==> src/rtl/sitoa_pkg.sv <==
// Shared types and constants for the signed integer to decimal text converter.
// No dependencies; used by the interfaces, controller, datapath and top level.
`default_nettype none

package sitoa_pkg;

  localparam int VALUE_W    = 32;
  localparam int CHAR_W     = 8;
  localparam int DIGIT_W    = 4;
  localparam int MAX_DIGITS = 10;
  localparam int CNT_W      = 4;
  localparam int PROD_W     = 2 * VALUE_W;

  // floor(x / 10) == (x * RECIP) >> RECIP_SHIFT for every 32-bit unsigned x
  localparam logic [VALUE_W-1:0] RECIP       = 32'hCCCC_CCCD;
  localparam int                 RECIP_SHIFT = 35;
  localparam int                 QUOT_W      = PROD_W - RECIP_SHIFT;

  localparam logic [DIGIT_W-1:0] DIGIT_BASE = 4'd10;
  localparam logic [CHAR_W-1:0]  MINUS_CHAR = 8'd45;
  localparam logic [CHAR_W-1:0]  ZERO_CHAR  = 8'd48;

  typedef enum logic [1:0] {
    ST_IDLE,
    ST_MUL,
    ST_REM,
    ST_EMIT
  } state_t;

  typedef struct packed {
    logic load;
    logic mul;
    logic rem;
    logic emit;
    logic pop;
  } ctrl_cmd_t;

  typedef struct packed {
    logic digits_done;
    logic char_last;
  } dp_status_t;

endpackage

`default_nettype wire

==> src/rtl/sitoa_ifs.sv <==
// Valid/ready channel interfaces: integer input and character output.
// Depends on sitoa_pkg for payload widths.
`default_nettype none

interface sitoa_num_if;
  logic                                valid;
  logic                                ready;
  logic signed [sitoa_pkg::VALUE_W-1:0] value;

  modport source (output valid, output value, input ready);
  modport sink   (input valid, input value, output ready);
endinterface

interface sitoa_text_if;
  logic                        valid;
  logic                        ready;
  logic [sitoa_pkg::CHAR_W-1:0] character;
  logic                        last;

  modport source (output valid, output character, output last, input ready);
  modport sink   (input valid, input character, input last, output ready);
endinterface

`default_nettype wire

==> src/rtl/signed_int_to_decimal_ascii_top.sv <==
// Signed 32-bit integer to decimal ASCII text converter, top level.
// Depends on sitoa_pkg, sitoa_ifs, sitoa_ctrl and sitoa_datapath.
//
// Usage:
//   num  (sink):   one signed 32-bit value per transfer.
//   text (source): one ASCII byte per transfer, most significant first,
//                  '-' ahead of negative values, no leading zeros,
//                  last = 1 on the final character of each number.
// Timing:
//   The value is taken in the idle state. Digits come from a reciprocal
//   multiply by 1/10 followed by a remainder step, in states ST_MUL and
//   ST_REM for each digit. Characters then leave one per cycle while
//   text.ready is high. num.ready is low from acceptance until the last
//   character transfers.
// Stall:
//   While text.ready is low the current character holds; nothing is lost.
// Reset:
//   Synchronous rst returns to idle; a partly sent number is dropped.
`default_nettype none

module signed_int_to_decimal_ascii_top (
  input  wire         clk,
  input  wire         rst,
  sitoa_num_if.sink   num,
  sitoa_text_if.source text
);

  sitoa_pkg::ctrl_cmd_t  cmd;
  sitoa_pkg::dp_status_t status;

  sitoa_ctrl u_ctrl (
    .clk       (clk),
    .rst       (rst),
    .in_valid  (num.valid),
    .out_ready (text.ready),
    .status    (status),
    .in_ready  (num.ready),
    .out_valid (text.valid),
    .cmd       (cmd)
  );

  sitoa_datapath u_datapath (
    .clk       (clk),
    .rst       (rst),
    .cmd       (cmd),
    .value     (num.value),
    .status    (status),
    .character (text.character),
    .last      (text.last)
  );

endmodule

`default_nettype wire

==> src/rtl/sitoa_ctrl.sv <==
// Sequencer for the converter: accept, divide loop, character emission.
// Depends on sitoa_pkg for state, command and status types.
`default_nettype none

module sitoa_ctrl (
  input  wire                   clk,
  input  wire                   rst,
  input  wire                   in_valid,
  input  wire                   out_ready,
  input  sitoa_pkg::dp_status_t status,
  output logic                  in_ready,
  output logic                  out_valid,
  output sitoa_pkg::ctrl_cmd_t  cmd
);

  sitoa_pkg::state_t state;
  sitoa_pkg::state_t state_next;

  always_ff @(posedge clk) begin
    if (rst) begin
      state <= sitoa_pkg::ST_IDLE;
    end else begin
      state <= state_next;
    end
  end

  always_comb begin
    state_next = state;
    case (state)
      sitoa_pkg::ST_IDLE: begin
        if (in_valid) state_next = sitoa_pkg::ST_MUL;
      end
      sitoa_pkg::ST_MUL: begin
        state_next = sitoa_pkg::ST_REM;
      end
      sitoa_pkg::ST_REM: begin
        state_next = status.digits_done ? sitoa_pkg::ST_EMIT : sitoa_pkg::ST_MUL;
      end
      sitoa_pkg::ST_EMIT: begin
        if (out_ready && status.char_last) state_next = sitoa_pkg::ST_IDLE;
      end
      default: state_next = sitoa_pkg::ST_IDLE;
    endcase
  end

  always_comb begin
    in_ready  = 1'b0;
    out_valid = 1'b0;
    cmd       = '0;
    case (state)
      sitoa_pkg::ST_IDLE: begin
        in_ready = 1'b1;
        cmd.load = in_valid;
      end
      sitoa_pkg::ST_MUL: begin
        cmd.mul = 1'b1;
      end
      sitoa_pkg::ST_REM: begin
        cmd.rem = 1'b1;
      end
      sitoa_pkg::ST_EMIT: begin
        out_valid = 1'b1;
        cmd.emit  = 1'b1;
        cmd.pop   = out_ready;
      end
      default: begin
        cmd = '0;
      end
    endcase
  end

endmodule

`default_nettype wire

==> src/rtl/sitoa_datapath.sv <==
// Datapath: magnitude, reciprocal divide by ten, digit stack, character mux.
// Depends on sitoa_pkg for widths, constants and command/status types.
`default_nettype none

module sitoa_datapath (
  input  wire                                  clk,
  input  wire                                  rst,
  input  sitoa_pkg::ctrl_cmd_t                 cmd,
  input  wire signed [sitoa_pkg::VALUE_W-1:0]  value,
  output sitoa_pkg::dp_status_t                status,
  output logic [sitoa_pkg::CHAR_W-1:0]         character,
  output logic                                 last
);

  logic [sitoa_pkg::VALUE_W-1:0] mag;
  logic [sitoa_pkg::PROD_W-1:0]  prod;
  logic                          neg_pending;
  logic [sitoa_pkg::CNT_W-1:0]   ndig;
  logic [sitoa_pkg::DIGIT_W-1:0] digits [sitoa_pkg::MAX_DIGITS];

  logic [sitoa_pkg::QUOT_W-1:0]  quot;
  logic [sitoa_pkg::VALUE_W-1:0] quot_x10;
  logic [sitoa_pkg::VALUE_W-1:0] rem_full;
  logic [sitoa_pkg::DIGIT_W-1:0] rem_digit;

  assign quot      = prod[sitoa_pkg::PROD_W-1:sitoa_pkg::RECIP_SHIFT];
  assign quot_x10  = ({{(sitoa_pkg::VALUE_W-sitoa_pkg::QUOT_W){1'b0}}, quot} << 3)
                   + ({{(sitoa_pkg::VALUE_W-sitoa_pkg::QUOT_W){1'b0}}, quot} << 1);
  assign rem_full  = mag - quot_x10;
  assign rem_digit = rem_full[sitoa_pkg::DIGIT_W-1:0];

  assign status.digits_done = (quot == '0)
                            || (ndig == sitoa_pkg::CNT_W'(sitoa_pkg::MAX_DIGITS - 1));
  assign status.char_last   = !neg_pending && (ndig == sitoa_pkg::CNT_W'(1));

  assign character = neg_pending ? sitoa_pkg::MINUS_CHAR
                                 : sitoa_pkg::ZERO_CHAR
                                   + {{(sitoa_pkg::CHAR_W-sitoa_pkg::DIGIT_W){1'b0}},
                                      digits[0]};
  assign last      = status.char_last;

  always_ff @(posedge clk) begin
    if (rst) begin
      neg_pending <= 1'b0;
      ndig        <= '0;
    end else if (cmd.load) begin
      neg_pending <= value[sitoa_pkg::VALUE_W-1];
      ndig        <= '0;
    end else if (cmd.rem) begin
      ndig <= ndig + sitoa_pkg::CNT_W'(1);
    end else if (cmd.pop) begin
      if (neg_pending) begin
        neg_pending <= 1'b0;
      end else begin
        ndig <= ndig - sitoa_pkg::CNT_W'(1);
      end
    end
  end

  always_ff @(posedge clk) begin
    if (cmd.load) begin
      mag <= value[sitoa_pkg::VALUE_W-1] ? (~value + sitoa_pkg::VALUE_W'(1))
                                         : value;
    end else if (cmd.rem) begin
      mag <= {{(sitoa_pkg::VALUE_W-sitoa_pkg::QUOT_W){1'b0}}, quot};
    end
    if (cmd.mul) begin
      prod <= {{sitoa_pkg::VALUE_W{1'b0}}, mag}
            * {{sitoa_pkg::VALUE_W{1'b0}}, sitoa_pkg::RECIP};
    end
  end

  // LIFO: push at index 0 shifting up, pop shifting down; top is most significant
  always_ff @(posedge clk) begin
    if (cmd.rem) begin
      digits[0] <= rem_digit;
      for (int i = 1; i < sitoa_pkg::MAX_DIGITS; i++) begin
        digits[i] <= digits[i-1];
      end
    end else if (cmd.pop && !neg_pending) begin
      for (int i = 0; i < sitoa_pkg::MAX_DIGITS - 1; i++) begin
        digits[i] <= digits[i+1];
      end
    end
  end

  a_rem_is_digit: assert property (@(posedge clk) disable iff (rst)
    cmd.rem |-> (rem_full < {{(sitoa_pkg::VALUE_W-sitoa_pkg::DIGIT_W){1'b0}},
                             sitoa_pkg::DIGIT_BASE}))
    else $error("remainder out of digit range");

  a_emit_has_digits: assert property (@(posedge clk) disable iff (rst)
    cmd.emit |-> (ndig != '0) && (ndig <= sitoa_pkg::CNT_W'(sitoa_pkg::MAX_DIGITS)))
    else $error("emitting with empty or overfull digit stack");

  a_pop_counts_down: assert property (@(posedge clk) disable iff (rst)
    (cmd.pop && !neg_pending) |=> (ndig == $past(ndig) - sitoa_pkg::CNT_W'(1)))
    else $error("digit count did not follow pop");

  a_sign_first: assert property (@(posedge clk) disable iff (rst)
    (cmd.emit && neg_pending) |-> (character == sitoa_pkg::MINUS_CHAR) && !last)
    else $error("sign character misplaced");

endmodule

`default_nettype wire
==> src/flat_wrapper.sv <==
// flat-port wrapper written by rule: the top's interface ports become plain ports
module signed_int_to_decimal_ascii_top_flat 
  (clk, rst, num_valid, num_value, num_ready, text_valid, text_character, text_last, text_ready);
  sitoa_num_if num_i ();
  sitoa_text_if text_i ();
  input  wire clk;
  input  wire rst;
  input wire logic [$bits(num_i.valid)-1:0] num_valid;
  input wire logic [$bits(num_i.value)-1:0] num_value;
  output wire logic [$bits(num_i.ready)-1:0] num_ready;
  output wire logic [$bits(text_i.valid)-1:0] text_valid;
  output wire logic [$bits(text_i.character)-1:0] text_character;
  output wire logic [$bits(text_i.last)-1:0] text_last;
  input wire logic [$bits(text_i.ready)-1:0] text_ready;
  assign num_i.valid = num_valid;
  assign num_i.value = num_value;
  assign num_ready = num_i.ready;
  assign text_valid = text_i.valid;
  assign text_character = text_i.character;
  assign text_last = text_i.last;
  assign text_i.ready = text_ready;
  signed_int_to_decimal_ascii_top u_core (.clk(clk), .rst(rst), .num(num_i), .text(text_i));
endmodule
==> config.mk <==
export PLATFORM = sky130hd
export DESIGN_NAME = signed_int_to_decimal_ascii_top_flat
export DESIGN_NICKNAME = d
export VERILOG_FILES = /design/src/rtl/sitoa_pkg.sv /design/src/rtl/sitoa_ifs.sv /design/src/rtl/signed_int_to_decimal_ascii_top.sv /design/src/rtl/sitoa_ctrl.sv /design/src/rtl/sitoa_datapath.sv /design/src/flat_wrapper.sv
export SDC_FILE = /design/constraint.sdc
export NUM_CORES = 1
export LEC_CHECK = 0
export BUFFER_PORTS_ARGS = -buffer_cell sky130_fd_sc_hd__buf_4
export CELL_PAD_IN_SITES_DETAIL_PLACEMENT = 1
export CELL_PAD_IN_SITES_GLOBAL_PLACEMENT = 1
export CORE_MARGIN = 2
export CORE_UTILIZATION = 48
export CTS_CLUSTER_DIAMETER = 120
export DETAILED_ROUTE_END_ITERATION = 12
export GPL_TIMING_DRIVEN = 0
export HOLD_SLACK_MARGIN = 0.06
export PLACE_DENSITY = 0.9
export SLEW_MARGIN = 20
export SYNTH_ARGS = -nofsm -noshare
export SYNTH_HDL_FRONTEND = slang
export SYNTH_SLANG_ARGS = --single-unit
==> constraint.sdc <==
create_clock -name clk -period 6.6 [get_ports clk]
set_clock_uncertainty 0.2 [all_clocks]
set_input_delay 0.66 -clock clk [delete_from_list [all_inputs] [get_ports clk]]
set_output_delay 0.66 -clock clk [all_outputs]
set_load 0.02 [all_outputs]
# --- Yosys cells after proc, flatten, opt, wreduce, memory -nomap -nowiden ---
# Memories as Yosys holds them, arrays and structs flattened.
# Index checks and enable logic that the tools add are counted.
word_totals:
  regBits: 103
  mem_bits_rw: 40
  input_bits: 36
  memories: 1
classes:
  add_sub_neg: 6
  multipliers: 1
  eq_ne: 9
  mux: 34
  bitwise_logic: 10
  reduce_logical: 14
memory_table:
  columns: ["name", "words", "word_bits", "read_ports", "rd_ports_with_merged_regs", "write_ports", "line", "text"]
  rows:
  - ["u_core.u_datapath.digits", 10, 4, 10, 0, 10, "sitoa_datapath.sv:19", "logic [sitoa_pkg::DIGIT_W-1:0] digits [sitoa_pkg::MAX_DIGITS];"]
op_table:
  columns: ["op", "count"]
  rows:
  - ["two-way mux 32 bit", 3]
  - ["multiplier 32 x 32 -> 64 bit (second input constant)", 1]
  - ["two-way mux 4 bit", 12]
  - ["adder 32 x 2 -> 32 bit (second input constant)", 1]
  - ["inverter 32 bit", 1]
  - ["logical NOT 29 bit", 1]
  - ["two-way mux 1 bit", 14]
  - ["OR 1 bit", 9]
  - ["one-hot mux 2 bit (4 select lines)", 1]
  - ["adder 6 x 4 -> 7 bit (first input constant)", 1]
  - ["two-way mux 7 bit", 1]
  - ["two-way mux 2 bit", 3]
  - ["AND reduction 2 bit", 3]
  - ["nonzero test 2 bit", 3]
  - ["adder 4 x 1 -> 4 bit (second input constant)", 1]
  - ["adder 4 bit", 1]
  - ["== test 2 bit (second input constant)", 2]
  - ["== test 4 x 1 -> 1 bit (second input constant)", 1]
  - ["== test 4 bit (second input constant)", 1]
  - ["inequality test 2 x 1 -> 1 bit (second input constant)", 2]
  - ["inequality test 2 bit (second input constant)", 2]
  - ["subtractor 4 x 1 -> 4 bit (second input constant)", 1]
  - ["subtractor 4 bit", 1]
  - ["logical AND 1 bit", 3]
  - ["5 further kinds", 5]

# --- Depth between registers and ports, before layout ---
logic_depth:
  depth_word: 7
  depth_mapped: 25
  depth_no_buf: 25

# --- By module ---
# A second synthesis with hierarchy kept.
hier_totals:
  cells_unflattened: 2056
  area_unflattened_um2: 21434.3
modules_own_cells:
  columns: ["module", "n_inst", "cells_each", "area_each_um2", "seq_area_each_um2"]
  rows:
  - ["sitoa_datapath", 1, 2040, 21286.7, 3133.0]
  - ["sitoa_ctrl", 1, 16, 147.6, 40.0]

# --- Least setup slack after synthesis ---
# Ideal clock, no wire load.
synth_timing:
  path_kind: "reg-to-reg"
  from: "register u_core.u_datapath.mag[10] (netlist name)"
  to: "register u_core.u_datapath.prod[58] (netlist name), data pin"
  arrival_time_ps: 6499
  setup_slack_ps: -358
  path_stages_with_launch: 23
  synth_period_minus_slack_ps: 6958
  cell_sequence: "edfxtp_1 -> ha_1 -> clkbuf_1 -> xor2_1 -> ha_1 -> a21o_1 -> fa_1 -> inv_1 -> fa_1 -> inv_1 -> fa_1 -> fa_1 -> fa_1 -> fa_1 -> ha_1 -> a211oi_2 -> or3b_1 -> a32oi_1 -> o211a_4 -> a21oi_2 -> a21oi_4 -> o21ai_1 -> a211o_1"
synth_between:
  elab_chain_cells: 1
synth_rtl:
  columns: ["element", "line", "text"]
  rows:
  - ["start: declaration", "sitoa_datapath.sv:15", "logic [sitoa_pkg::VALUE_W-1:0] mag;"]
  - ["start signal: assignment", "sitoa_datapath.sv:62", "mag <= value[sitoa_pkg::VALUE_W-1] ? (~value + sitoa_pkg::VALUE_W'(1))"]
  - ["start signal: assignment", "sitoa_datapath.sv:65", "mag <= {{(sitoa_pkg::VALUE_W-sitoa_pkg::QUOT_W){1'b0}}, quot};"]
  - ["multiplier 32 x 32 -> 64 bit", "sitoa_datapath.sv:69", "* {{sitoa_pkg::VALUE_W{1'b0}}, sitoa_pkg::RECIP};"]
  - ["end signal: assignment", "sitoa_datapath.sv:68", "prod <= {{sitoa_pkg::VALUE_W{1'b0}}, mag}"]
  - ["end: declaration", "sitoa_datapath.sv:16", "logic [sitoa_pkg::PROD_W-1:0] prod;"]
# Every way passes these cells.
# A chain may end at the register's enable or synchronous reset.

# --- Final worst setup path ---
layout_timing:
  from: "register u_core.u_datapath.mag[30] (netlist name)"
  to: "register u_core.u_datapath.prod[48] (netlist name), data pin"
# Same word-level chain as after synthesis.

==> results by group <==
Floorplan
  – Die area: about 47000 um^2
  – Die height: 217.2 um
  – Die Wd: 217.2 um
  – Row count: between 70 and 80
  – Core area: ~45000 um^2
  – Initial Util: 0.4841
  – I/O Pins: 47

Setup path
  – Worst Path Required: between 6000 and 7000 ps
  – CP Class: flop to flop
  – Arrival time worst endpoint: approximately 8300 ps
  – Crit path capture type: flop
  – CP max FO: 6
  – Startpoint types: flop

Global route
  – First-pass GRT wire length: 148200 um
  – Largest net degree at the start of global routing: 31
  – Initial antenna violation count: 5
  – Total track usage: 0.4379
  – Grt ovf: 0
  – Vias in the first global route: 22160

Clocking
  – Cts bufs inserted: 9
  – Later-pin clock latency in the skew report: 380 ps
  – Root Driver: clkbuf_16
  – # hold bufs at CTS: 0
  – Clock transition at path regs: 90 ps
  – H-tree depth: 3
  – Clk sinks: 108
  – TritonCTS clock tree: done
  – Clock Path Buffers: 2

Synthesis
  – Yosys warns: 0
  – Syn_area_per_cell: 10.18 um^2
  – FF+latch count, synth: about 110
  – Synth Flop Type: edfxtp_1
  – Number of distinct library cells after synthesis: 78
  – Post-synth EDFFs: 101
  – Fraction of registers with async set/reset: 0
  – Mapped cell area: 21830 um^2
  – Syn Inst Count: 2145
  – Seq/Total Area, Yosys: 0.1454

Drt
  – DRC violations left: 0
  – Via count: 20590
  – 1st-pass router iterations: 6
  – Antenna-violating nets left: 0
  – Via density: between 6 and 7
  – Initial DRC count: around 2800
  – Routed WL per cell: 39.76 um
  – Total wire length: 118500 um

STA
  – Fmax achieved: ~0.12 GHz
  – RSZ-0062 raised after global routing: true
  – Fin crit share: 1.272
  – Fin. Hold Viols: 0
  – Final setup violation count: 29
  – Max_slew headroom: 0.4226
  – Worst Tran Pin Value: 865.4 ps
  – Fin. max-slew vios: 0
  – Post-route minimum period: 8394 ps
  – Final worst slack: -1794 ps

Place
  – # port buffers: between 40 and 50
  – GP Congestion: 0.9957
  – Placed inst area: 23160 um^2
  – Post-DP HPWL: about 65000 um

Finish
  – Area Growth Syn to Fin: 20.55%
  – Fin nets: 3150
  – Reg area: 3173 um^2
  – Area of the multi-input gates: 17900 um^2
  – Most common cell after layout, fill and taps aside: inv_1
  – Layout Utilization: 0.5836
  – Layout cells sized above 1: 0.2030
  – Final Instance Area: 26310 um^2
  – Commonest cells after routing, fill and taps aside: 525 x inv_1, 358 x fa_1, 289 x ha_1
  – Fillers: 4794

Run status
  – Status: complete, but fails checks
  – Failing checks: setup timing

Hold path
  – Worst hold path class: flop to flop

Run
  – Max Cap Violations: 0
## cells by family (layout without fill, tap and decap cells)
logic type / count (synthesis) / in the layout / share of synthesized area
buffers and inverters: 591 / 824 / 0.1039
and+or+nand+nor: 344 / 344 / 0.07418
xor gates and xnor gates: 111 / 111 / 0.04454
AOI/OAI and AO/OA: 248 / 248 / 0.07423
other: 2 / 5 / 0.0003441
adders and majority gates: 740 / 740 / 0.5570
muxes: 1 / 1 / 0.0004586
DFF: 108 / 108 / 0.1454
## metal layers
| metal | vias to the layer above | share of wire | wire, um | track usage |
|---|---|---|---|---|
| li1 | 7245 | - | - | - |
| met1 | 9889 | 0.30 | 35170 | 0.4692 |
| met2 | 2342 | 0.42 | 50020 | 0.6896 |
| met3 | 1102 | 0.15 | 17590 | 0.1375 |
| met4 | 8 | 0.13 | 15590 | 0.4073 |
| met5 | - | 0.0013 | 151 | 0 |
## sequential cells by signal (all words and copies together) (netlist names)
name                           flops
u_core.u_datapath.mag             32
u_core.u_datapath.prod            29
u_core.u_datapath.digits          40
u_core.u_ctrl.state                2
u_core.u_datapath.ndig             4
u_core.u_datapath.neg_pending      1
## final cells by class
type	instances	share of cell area
Antenna cell	2	0.0001902
Clock inverter	7	0.002473
Timing Repair Buffer	219	0.06952
Buffer	37	0.01027
Clock buffer	9	0.008559
Multi-Input combinational cell	1447	0.6801
Tap cell	600	0.02853
Sequential cell	108	0.1206
Inverter	552	0.07974
## final timing paths
check | start | to | slack (ps) | depth (start not counted)
max | u_core.u_datapath.mag[30] | u_core.u_datapath.prod[48] | -1790 | 23
min reg2reg | u_core.u_datapath.digits[8][2] | u_core.u_datapath.digits[9][2] | 270 | 0
max reg2reg | u_core.u_datapath.mag[30] | u_core.u_datapath.prod[48] | -1790 | 23
min | u_core.u_datapath.digits[8][2] | u_core.u_datapath.digits[9][2] | 270 | 0
## timing repair
item / in CTS / in global routing
setup endpoints to repair: 29 / 29
pin swaps: 75 / 47
gates resized for setup: 196 / 98
setup buffers: 135 / 40
hold endpoints to repair: 0 / 0
## synth_stat cells (all sizes together), types with 3 or more instances
master	number	share of area
o311ai	4	0.0024
fa	386	0.35
nor4	10	0.0032
a31oi	7	0.0020
edfxtp	101	0.14
clkbuf	32	0.0055
or4	3	0.0010
nor2	39	0.0068
nor3	17	0.0046
buf	6	0.0020
a21oi	73	0.017
ha	354	0.20
nand4	18	0.0052
o31ai	8	0.0028
and3	4	0.0011
a211oi	3	0.0015
and4	7	0.0030
nand2	188	0.033
o21bai	10	0.0034
and2	12	0.0036
xnor2	47	0.019
or3	4	0.0011
o211ai	3	0.0010
or2	6	0.0017
nand3	21	0.0053
o41ai	5	0.0020
dfxtp	7	0.0064
a311oi	4	0.0016
xor2	64	0.026
nand2b	6	0.0017
a21o	48	0.017
inv	551	0.095
nor2b	5	0.0014
o21ai	63	0.015
## metrics by stage
| step | worst slack, ps | setup TNS [ps] | hold WS (ps) | std cells |
|---|---|---|---|---|
| floorplan | -262.4 | -1099 | 226.2 | 2146 |
| global placement | -1519 | -32580 | 234.1 | 2788 |
| detailed placement | -1755 | -39810 | 237.7 | 2791 |
| CTS | -837.8 | -15300 | 268.5 | 2941 |
| global route | -1736 | -42000 | 292.4 | 2979 |
| finish | -1794 | -45550 | 274.1 | 2981 |
## worst max-delay path: stages (launching register included)
cell and delay, ps:
edfxtp_1 670, inv_1 120, ha_1 380, inv_1 300, ha_1 380, ha_1 390
fa_1 750, fa_1 950, fa_1 550, fa_1 550, inv_1 90, fa_1 500
inv_2 50, ha_4 290, and3_4 210, and4_4 270, nand3_1 130, a31oi_4 180
o21ai_2 190, nand2_4 200, a21oi_4 90, buf_12 160, o21bai_4 270, xnor2_4 180
Power is not shown: default switching activity piles up to over one toggle a cycle in this logic, so the estimate is an artifact.
